`config.mk`:
```
export PLATFORM = sky130hd
export DESIGN_NAME = modular_inverse_flat
export DESIGN_NICKNAME = d
export VERILOG_FILES = /design/src/design/minv_pkg.sv /design/src/design/minv_req_if.sv /design/src/design/minv_rsp_if.sv /design/src/design/minv_step.sv /design/src/design/modular_inverse.sv /design/src/flat_wrapper.sv
export SDC_FILE = /design/constraint.sdc
export NUM_CORES = 2
export LEC_CHECK = 0
export ABC_AREA = 1
export BUFFER_PORTS_ARGS = -buffer_cell sky130_fd_sc_hd__buf_2
export CAP_MARGIN = 20
export CELL_PAD_IN_SITES_DETAIL_PLACEMENT = 1
export CELL_PAD_IN_SITES_GLOBAL_PLACEMENT = 1
export CORE_UTILIZATION = 42
export CTS_BUF_LIST = sky130_fd_sc_hd__clkbuf_8
export CTS_CLUSTER_SIZE = 25
export DETAILED_ROUTE_END_ITERATION = 10
export GPL_TIMING_DRIVEN = 1
export PLACE_DENSITY_LB_ADDON = 0.2
export REMOVE_ABC_BUFFERS = 1
export SLEW_MARGIN = 0
export SYNTH_ARGS = -nofsm -noshare
export SYNTH_HDL_FRONTEND = slang
export SYNTH_SLANG_ARGS = --single-unit
```
`constraint.sdc`:
```
create_clock -name clk -period 4.3 [get_ports clk]
set_input_delay 0.43 -clock clk [delete_from_list [all_inputs] [get_ports clk]]
set_output_delay 0.43 -clock clk [all_outputs]
set_load 0.05 [all_outputs]
```
`src/design/minv_pkg.sv`:
```
`timescale 1ns / 1ps
// ----------------------------------------------------------------------------
// minv_pkg
// Shared widths, step-unit modes and control types for the modular inverse.
// ----------------------------------------------------------------------------
package minv_pkg;

    localparam int FIELD_W       = 31;
    localparam int WIDTH_DEFAULT = 32;

    typedef enum logic {
        MODE_EUCLID,
        MODE_FIX
    } step_mode_t;

    typedef struct packed {
        logic u_zero;
        logic v_one;
        logic fix_done;
    } step_flags_t;

endpackage

```
`src/design/minv_req_if.sv`:
```
`timescale 1ns / 1ps
// ----------------------------------------------------------------------------
// minv_req_if
// Request channel: value and modulus beat with valid/ready handshake.
// ----------------------------------------------------------------------------
interface minv_req_if;
    import minv_pkg::*;

    logic               valid;
    logic               ready;
    logic [FIELD_W-1:0] value;
    logic [FIELD_W-1:0] modulus;

    modport source (output valid, output value, output modulus, input ready);
    modport sink   (input valid, input value, input modulus, output ready);

endinterface

```
`src/design/minv_rsp_if.sv`:
```
`timescale 1ns / 1ps
// ----------------------------------------------------------------------------
// minv_rsp_if
// Response channel: inverse and status beat with valid/ready handshake.
// ----------------------------------------------------------------------------
interface minv_rsp_if;
    import minv_pkg::*;

    logic               valid;
    logic               ready;
    logic [FIELD_W-1:0] inverse;
    logic               status;

    modport source (output valid, output inverse, output status, input ready);
    modport sink   (input valid, input inverse, input status, output ready);

endinterface

```
`src/design/minv_step.sv`:
```
`timescale 1ns / 1ps
// ----------------------------------------------------------------------------
// minv_step
// Shared step unit: one binary extended-Euclid move, or one final
// correction of the coefficient into the range of the modulus.
// ----------------------------------------------------------------------------
module minv_step #(
    parameter int DW = 32,
    parameter int CW = DW + 3
) (
    input  minv_pkg::step_mode_t   mode,
    input  logic [DW-1:0]          x,
    input  logic [DW-1:0]          y,
    input  logic [DW-1:0]          u,
    input  logic [DW-1:0]          v,
    input  logic signed [CW-1:0]   a,
    input  logic signed [CW-1:0]   b,
    input  logic signed [CW-1:0]   c,
    input  logic signed [CW-1:0]   d,
    output logic [DW-1:0]          u_next,
    output logic [DW-1:0]          v_next,
    output logic signed [CW-1:0]   a_next,
    output logic signed [CW-1:0]   b_next,
    output logic signed [CW-1:0]   c_next,
    output logic signed [CW-1:0]   d_next,
    output minv_pkg::step_flags_t  flags
);
    import minv_pkg::*;

    logic signed [CW-1:0] xs;
    logic signed [CW-1:0] ys;
    logic signed [CW-1:0] p_sel;
    logic signed [CW-1:0] q_sel;
    logic signed [CW-1:0] p_half;
    logic signed [CW-1:0] q_half;

    assign xs = signed'({{(CW-DW){1'b0}}, x});
    assign ys = signed'({{(CW-DW){1'b0}}, y});

    assign flags.u_zero   = (u == '0);
    assign flags.v_one    = (v == DW'(1));
    assign flags.fix_done = !c[CW-1] && (c < ys);

    // halve the coefficient pair that belongs to the even operand
    always_comb
    begin
        p_sel = (!u[0]) ? a : c;
        q_sel = (!u[0]) ? b : d;
        if (p_sel[0] || q_sel[0])
        begin
            p_half = (p_sel + ys) >>> 1;
            q_half = (q_sel - xs) >>> 1;
        end
        else
        begin
            p_half = p_sel >>> 1;
            q_half = q_sel >>> 1;
        end
    end

    always_comb
    begin
        u_next = u;
        v_next = v;
        a_next = a;
        b_next = b;
        c_next = c;
        d_next = d;
        unique case (mode)
            MODE_EUCLID:
            begin
                priority if (!u[0])
                begin
                    u_next = u >> 1;
                    a_next = p_half;
                    b_next = q_half;
                end
                else if (!v[0])
                begin
                    v_next = v >> 1;
                    c_next = p_half;
                    d_next = q_half;
                end
                else if (u >= v)
                begin
                    u_next = u - v;
                    a_next = a - c;
                    b_next = b - d;
                end
                else
                begin
                    v_next = v - u;
                    c_next = c - a;
                    d_next = d - b;
                end
            end
            MODE_FIX:
            begin
                priority if (c[CW-1])
                begin
                    c_next = c + ys;
                end
                else if (c >= ys)
                begin
                    c_next = c - ys;
                end
                else
                begin
                    c_next = c;
                end
            end
            default:
            begin
                u_next = u;
            end
        endcase
    end

endmodule

```
`src/design/modular_inverse.sv`:
```
`timescale 1ns / 1ps
// ----------------------------------------------------------------------------
// modular_inverse
// Modular inverse by binary extended Euclid on a single shared step unit.
// A zero value, a modulus below two or two even operands go from the request
// beat to ST_DONE; else ST_RUN takes step moves, then ST_FIX takes range
// corrections when an inverse exists, and ST_DONE loads the response.
// Throughput: one item at a time, next beat once the result is loaded.
// Reset clears the sequencer and output valid.
// ----------------------------------------------------------------------------
module modular_inverse #(
    parameter int WIDTH = minv_pkg::WIDTH_DEFAULT
) (
    input  logic              clk,
    input  logic              rst_n,
    minv_req_if.sink          req,
    minv_rsp_if.source        rsp
);
    import minv_pkg::*;

    localparam int DW = (WIDTH > FIELD_W) ? WIDTH : FIELD_W;
    localparam int CW = DW + 3;

    typedef enum logic [1:0] {
        ST_IDLE,
        ST_RUN,
        ST_FIX,
        ST_DONE
    } state_t;

    state_t               state_reg;
    logic                 rsp_valid_reg;
    logic                 err_reg;

    logic [DW-1:0]        x_reg;
    logic [DW-1:0]        y_reg;
    logic [DW-1:0]        u_reg;
    logic [DW-1:0]        v_reg;
    logic signed [CW-1:0] a_reg;
    logic signed [CW-1:0] b_reg;
    logic signed [CW-1:0] c_reg;
    logic signed [CW-1:0] d_reg;
    logic [FIELD_W-1:0]   inverse_reg;
    logic                 status_reg;

    logic [DW-1:0]        u_next;
    logic [DW-1:0]        v_next;
    logic signed [CW-1:0] a_next;
    logic signed [CW-1:0] b_next;
    logic signed [CW-1:0] c_next;
    logic signed [CW-1:0] d_next;
    step_flags_t          flags;
    step_mode_t           mode;

    logic                 req_beat;
    logic                 rsp_free;
    logic                 load_rsp;
    logic [DW-1:0]        in_x;
    logic [DW-1:0]        in_y;
    logic                 in_bad;

    assign req.ready = (state_reg == ST_IDLE);
    assign req_beat  = req.valid && req.ready;
    assign rsp_free  = !rsp_valid_reg || rsp.ready;
    assign load_rsp  = (state_reg == ST_DONE) && rsp_free;

    assign in_x   = DW'(req.value);
    assign in_y   = DW'(req.modulus);
    assign in_bad = (in_y < DW'(2)) || (in_x == '0) || (!in_x[0] && !in_y[0]);

    assign mode = (state_reg == ST_FIX) ? MODE_FIX : MODE_EUCLID;

    minv_step #(
        .DW (DW),
        .CW (CW)
    ) u_step (
        .mode   (mode),
        .x      (x_reg),
        .y      (y_reg),
        .u      (u_reg),
        .v      (v_reg),
        .a      (a_reg),
        .b      (b_reg),
        .c      (c_reg),
        .d      (d_reg),
        .u_next (u_next),
        .v_next (v_next),
        .a_next (a_next),
        .b_next (b_next),
        .c_next (c_next),
        .d_next (d_next),
        .flags  (flags)
    );

    always_ff @(posedge clk or negedge rst_n)
    begin
        if (!rst_n)
        begin
            state_reg     <= ST_IDLE;
            rsp_valid_reg <= 1'b0;
            err_reg       <= 1'b0;
        end
        else
        begin
            if (rsp_valid_reg && rsp.ready && !load_rsp)
            begin
                rsp_valid_reg <= 1'b0;
            end
            unique case (state_reg)
                ST_IDLE:
                begin
                    if (req_beat)
                    begin
                        err_reg   <= in_bad;
                        state_reg <= in_bad ? ST_DONE : ST_RUN;
                    end
                end
                ST_RUN:
                begin
                    if (flags.u_zero)
                    begin
                        err_reg   <= !flags.v_one;
                        state_reg <= flags.v_one ? ST_FIX : ST_DONE;
                    end
                end
                ST_FIX:
                begin
                    if (flags.fix_done)
                    begin
                        state_reg <= ST_DONE;
                    end
                end
                ST_DONE:
                begin
                    if (rsp_free)
                    begin
                        rsp_valid_reg <= 1'b1;
                        state_reg     <= ST_IDLE;
                    end
                end
                default:
                begin
                    state_reg <= ST_IDLE;
                end
            endcase
        end
    end

    always_ff @(posedge clk)
    begin
        if (req_beat)
        begin
            x_reg <= in_x;
            y_reg <= in_y;
            u_reg <= in_x;
            v_reg <= in_y;
            a_reg <= CW'(1);
            b_reg <= '0;
            c_reg <= '0;
            d_reg <= CW'(1);
        end
        else if ((state_reg == ST_RUN && !flags.u_zero) ||
                 (state_reg == ST_FIX && !flags.fix_done))
        begin
            u_reg <= u_next;
            v_reg <= v_next;
            a_reg <= a_next;
            b_reg <= b_next;
            c_reg <= c_next;
            d_reg <= d_next;
        end
        if (load_rsp)
        begin
            inverse_reg <= err_reg ? '0 : c_reg[FIELD_W-1:0];
            status_reg  <= err_reg;
        end
    end

    assign rsp.valid   = rsp_valid_reg;
    assign rsp.inverse = inverse_reg;
    assign rsp.status  = status_reg;

endmodule

```
`src/flat_wrapper.sv`:
```
// flat-port wrapper written by rule: the top's interface ports become plain ports
module modular_inverse_flat import minv_pkg::*;
#(
    parameter int WIDTH = minv_pkg::WIDTH_DEFAULT
)
  (clk, rst_n, req_valid, req_value, req_modulus, req_ready, rsp_valid, rsp_inverse, rsp_status, rsp_ready);
  minv_req_if req_i ();
  minv_rsp_if rsp_i ();
  input  logic clk;
  input  logic rst_n;
  input wire logic [$bits(req_i.valid)-1:0] req_valid;
  input wire logic [$bits(req_i.value)-1:0] req_value;
  input wire logic [$bits(req_i.modulus)-1:0] req_modulus;
  output wire logic [$bits(req_i.ready)-1:0] req_ready;
  output wire logic [$bits(rsp_i.valid)-1:0] rsp_valid;
  output wire logic [$bits(rsp_i.inverse)-1:0] rsp_inverse;
  output wire logic [$bits(rsp_i.status)-1:0] rsp_status;
  input wire logic [$bits(rsp_i.ready)-1:0] rsp_ready;
  assign req_i.valid = req_valid;
  assign req_i.value = req_value;
  assign req_i.modulus = req_modulus;
  assign req_ready = req_i.ready;
  assign rsp_valid = rsp_i.valid;
  assign rsp_inverse = rsp_i.inverse;
  assign rsp_status = rsp_i.status;
  assign rsp_i.ready = rsp_ready;
  modular_inverse #(.WIDTH(WIDTH)) u_core (.clk(clk), .rst_n(rst_n), .req(req_i), .rsp(rsp_i));
endmodule
```
After elaboration in Yosys (flattened, before gate mapping) --
Cells that the tools add are included.
Operators by class: $add $sub $neg 10, magnitude comparators 4, equality and inequality tests 18, multiplexer cells 44, bitwise logic cells 1, reduce and logical (&&, ||, !) cells 37
Operator list (count):
- 35-bit 2-to-1 mux | 17
- 31-bit 2-to-1 mux | 7
- 32-bit 2-to-1 mux | 5
- 35-bit subtractor | 4
- 35-bit by 32-bit adder with 35-bit output | 2
- 35-bit one-hot mux with 2 select lines | 1
- 35-bit by 32-bit subtractor with 35-bit output | 2
- 32-bit logical NOT | 2
- 32-bit subtractor | 2
- 35-bit by 32-bit greater-or-equal comparator with 1-bit output | 1
- 35-bit by 32-bit < comparator with 1-bit output | 1
- 32-bit by 1-bit == test with 1-bit output (second input constant) | 1
- 32-bit greater-or-equal comparator | 1
- 31-bit by 2-bit < comparator with 1-bit output (second input constant) | 1
- 4-bit AND reduction | 6
- 3-bit != test (second input constant) | 4
- 2-bit 2-to-1 mux | 5
- 2-bit by 1-bit != test with 1-bit output (second input constant) | 5
- 3-bit AND reduction | 3
- 1-bit logical AND | 8
- 1-bit logical NOT | 8
- 2-bit != test (second input constant) | 4
- 2-bit one-hot mux with 4 select lines | 1
- 1-bit 2-to-1 mux | 7
- 9 further kinds | 16
Storage, ports and cells: register bits after elaboration 302, output and inout bits 34

Depth between registers and ports, before layout --
depth after elaboration 8, gate-level depth with buffers 26, gate-level depth less buffers 24

Cells and area by module --
Synthesis repeated with hierarchy kept, for this count alone.
Second synthesis, totals: cell total of the unflattened synthesis 6945, area total of the unflattened synthesis 40338.7 µm²
By module, submodules not included:
- minv_step | instances 1, cells each 5841, area each 29169.2 µm², seq. area each 0.0 µm²
- modular_inverse | instances 1, cells each 1104, area each 11169.5 µm², seq. area each 7627.3 µm²

Worst setup path after synthesis --
Ideal clock, no wire load.
path kind reg-to-reg, start point reg u_core.y_reg[3], end point reg u_core.u_reg[10], enable pin, library setup time 0.435 ns, data arrival time 3.807 ns, data required time 3.865 ns, path slack 0.057 ns, cell stages (with the launch flop) 18, buffers on the path 1, clock period less this slack 4.243 ns, path through edfxtp_1 -> inv_1 -> ha_1 -> buf_2 -> nand2_1 -> inv_1 -> nand3_1 -> nor2_1 -> o21ai_0 -> nand3b_1 -> nand2_1 -> nand2_1 -> a21oi_1 -> ha_1 -> o21ai_1 -> or2_2 -> nand2_1 -> a31oi_1
Between the ends: longest elaborated chain between the ends 7
RTL lines:
- from (decl) | RTL line modular_inverse.sv:36 | logic [DW-1:0] y_reg;
- from (signal assigned) | RTL line modular_inverse.sv:154 | y_reg <= in_y;
- 35-bit by 32-bit < comparator with 1-bit output | RTL line minv_step.sv:42 | assign flags.fix_done = !c[CW-1] && (c < ys);
- 1-bit logical AND | RTL line minv_step.sv:42
- 1-bit logical NOT | RTL line modular_inverse.sv:163 | (state_reg == ST_FIX && !flags.fix_done))
- 1-bit logical AND | RTL line modular_inverse.sv:163
- 1-bit logical OR | RTL line modular_inverse.sv:162 | else if ((state_reg == ST_RUN && !flags.u_zero) ||
- 2-bit nonzero test (no source line)
- 4-bit AND reduction (no source line)
- to (signal assigned) | RTL line modular_inverse.sv:155 | u_reg <= in_x;
- to (signal assigned) | RTL line modular_inverse.sv:165 | u_reg <= u_next;
- to (decl) | RTL line modular_inverse.sv:37 | logic [DW-1:0] u_reg;
No other way between the ends. A chain may end at the register's enable or synchronous reset.

Final worst setup path --
start point reg u_core.u_reg[0], end point reg u_core.c_reg[33]
Between the ends: longest elaborated chain between the ends 6
RTL lines:
- 35-bit 2-to-1 mux, on equally long branches | RTL line minv_step.sv:47, minv_step.sv:48
- 35-bit by 32-bit adder with 35-bit output or 1-bit logical OR (tied branches) | RTL line minv_step.sv:51, minv_step.sv:49
- 35-bit 2-to-1 mux | RTL line minv_step.sv:49 | if (p_sel[0] || q_sel[0])
- 35-bit 2-to-1 mux | RTL line minv_step.sv:78 | else if (!v[0])
- 35-bit 2-to-1 mux | RTL line minv_step.sv:72 | priority if (!u[0])
- 35-bit one-hot mux with 2 select lines | RTL line minv_step.sv:69 | unique case (mode)
- to (signal assigned) | RTL line modular_inverse.sv:169 | c_reg <= c_next;
- to (decl) | RTL line modular_inverse.sv:41 | logic signed [CW-1:0] c_reg;
Several ways; a longest one is shown, not always the timed one. The select of a mux whose other input is x is not followed.

==> results.md <==
- RSZ-0062 raised after global routing: no
- Share of cells above drive strength 1: 5.39%
- Final Setup Violations: 0
- Most frequent cells in the layout: nand2_1, inv_1, nor2_1, a21oi_1, o21ai_0
- Yosys top cell by area: nand2_1
- Fin crit period: 4.19 ns
- Final Max Slew Viols: 0
- Post-synthesis register bit count: 302
- Vias in the first global route: 44.4k
- Setup_tns: 0 ns
- Multi-input combinational cell area: 24500 um^2
- Buffers on Ports: 99
- Initial DRT Pass Iterations: 6
- Most frequent CP cell: nand2_1
- Final Core Density: 46.9%
- Placed Instances: 7175
- Largest net degree at the start of global routing: 106
- Layout area overhead: 10.3%
- Cell chain of the critical path: buf_12 -> o21ai_0 -> ha_1 -> nand2_1 -> buf_4 -> nor2_1 -> nand2_1 -> nor2_1 -> nand4_1 -> nand3_1 -> nand3_1 -> nand3_1 -> nand2_1 -> nand2_1 -> nand3_1 -> nand2_1 -> inv_1
- Top-area cell type share of the netlist area: 16.2%
- HPWL Detailed: 151000 um
- GPL Wtd Cong: 1.08
- WS Path Type: flip-flop to flip-flop
- Required time of the critical path: 4.91 ns
- Tightest Pin Transition: 1.15 ns
- Worst hold path class: input pin to flip-flop
- Final net count: 6563
- Worst-path clk slew: 0.06 ns
- Outcome: completed
- Drt drc: 0
- Synth area leaders: nand2_1, edfxtp_1, ha_1, inv_1, a21oi_1
- Routed vias/inst: 5.88
- Achievable Freq: 239 MHz
- CP Max Fanout: 54
- Max-Cap Viols: 0
- Die Height: 296 um
- Final Hold Slack: 0.0467 ns
- Startpoint Class: flip-flop
- Final hold vios: 0
- # fillers: 11.9k
- Critical path arrival: 4.80 ns
- ANT nets after route: 0
- Core box area: 85400 um^2
- Critical Path End Type: flip-flop
- Post-synthesis cell count: 6040
- CTS tree: yes
- Die ar.: 87700 um^2
- Tot GR Track Use: 43.1%
- Antenna violations before repair: 4
- Post-Syn Area: 36300 um^2
- Non-Filler Instances: 7361
- First-pass GRT wire length: 280000 um
- TritonCTS buffer count: 66
- Most common cell after layout, fill and taps aside: nand2_1
- Critical path buffers and inverters: 3
- Ports: 100
- Top delay family on crit path: simple AND/OR/NAND/NOR gates
- CP max stage delay: 0.61 ns
- Distinct cells, synth: 55
- Worst path slowest cell: o21ai_0
- Root Buffer: clkbuf_8
- Starting Density: 42.5%
- Seq/Total Area, Yosys: 21.0%
- Clk_lat worst skew: 0.76 ns
- Wirelength per Cell: 26.0 um
- Ys Warns: 0
- Via Count: 43.3k
- Relative slew slack: 22.8%
- Clock skew: 0.0540 ns
- Syn Area/Cell: 6.01 um^2
- Final wirelength: 191000 um
- CTS sink cnt: 302
- CTS Buffer Depth: 3
- H-tree depth: 3
- Grt ovf: 0
- Row count: 107
- Sequential Area: 7630 um^2
- Drt first-iter violations: 2969
- Period utilisation layout: 97.3%
- # Post-CTS Setup Buffers: 0
- Die X-Extent: 296 um
-- path summary, 6_finish.rpt --
path / start / to / slack, ns / cells past startpoint
max in group asynchronous: rst_n / u_core.state_reg[0] / 2.93 / 4
min: req_modulus[17] / u_core.y_reg[17] / 0.05 / 1
max: u_core.u_reg[0] / u_core.c_reg[33] / 0.11 / 17
max reg2reg: u_core.u_reg[0] / u_core.c_reg[33] / 0.11 / 17
min reg2reg: u_core.d_reg[19] / u_core.d_reg[19] / 0.50 / 2
min in group asynchronous: rst_n / u_core.err_reg / 0.61 / 3
-- cell type report --
class	count	area share (%)
multi-input cells	4662	61.2
flip-flops and latches	302	19.0
inverters	881	8.28
repair buffers	246	4.72
well taps	1144	3.57
clock buffers	73	2.51
clock inverters	48	0.662
diodes	5	0.0312
-- what timing repair did --
item                                    4_1_cts  5_1_grt
endpoints found under the hold margin        59        0
gates resized for setup                       1        2
hold buffers                                 58        0
endpoints found under the setup margin        1        1
-- kinds of logic after synthesis --
group,synth area share [%]
AO/OA/AOI/OAI,20.1
flip-flops,21.0
AND/OR/NAND/NOR,32.2
adder cells (fa/ha/maj),11.8
buffers and inverters,11.6
XOR/XNOR,3.16
-- synthesized netlist by cell type, drive strengths merged --
cell / count
a22oi: 14
a31oi: 28
nand4: 45
nor3: 51
o211ai: 30
o31ai: 1
dfxtp: 142
o22ai: 4
nor4: 25
ha: 328
dfrtp: 4
edfxtp: 156
a211oi: 18
nand2: 1578
xor2: 88
o2111ai: 2
a21o: 29
buf: 102
fa: 10
or2: 18
clkinv: 1
o2bb2ai: 1
clkbuf: 93
o21bai: 39
o21ai: 525
inv: 880
o221ai: 21
xnor2: 43
a21boi: 16
and3: 2
nor2: 651
o21a: 18
nand3b: 20
and2: 11
nand3: 445
a21oi: 601
-- per-layer routing --
layer  vias to the layer above  track usage (%)  wire length (um)
met1                     20951             49.9             75000
met2                      1739             71.1             86900
met5                         -                0                13
met4                         2             32.8             16000
li1                      19966                -                 -
met3                       643             7.10             13200
-- stage by stage --
stage	area (um^2)	setup slack, ns
3_3_place_gp	38200	-0.0726
5_1_grt	40100	0.0299
2_1_floorplan	35400	-4.30
4_1_cts	40000	0.165
3_5_place_dp	38200	0.00911
6_report	40100	0.114
Power is not shown: default switching activity piles up to over one toggle a cycle in this logic, so the estimate is an artifact.
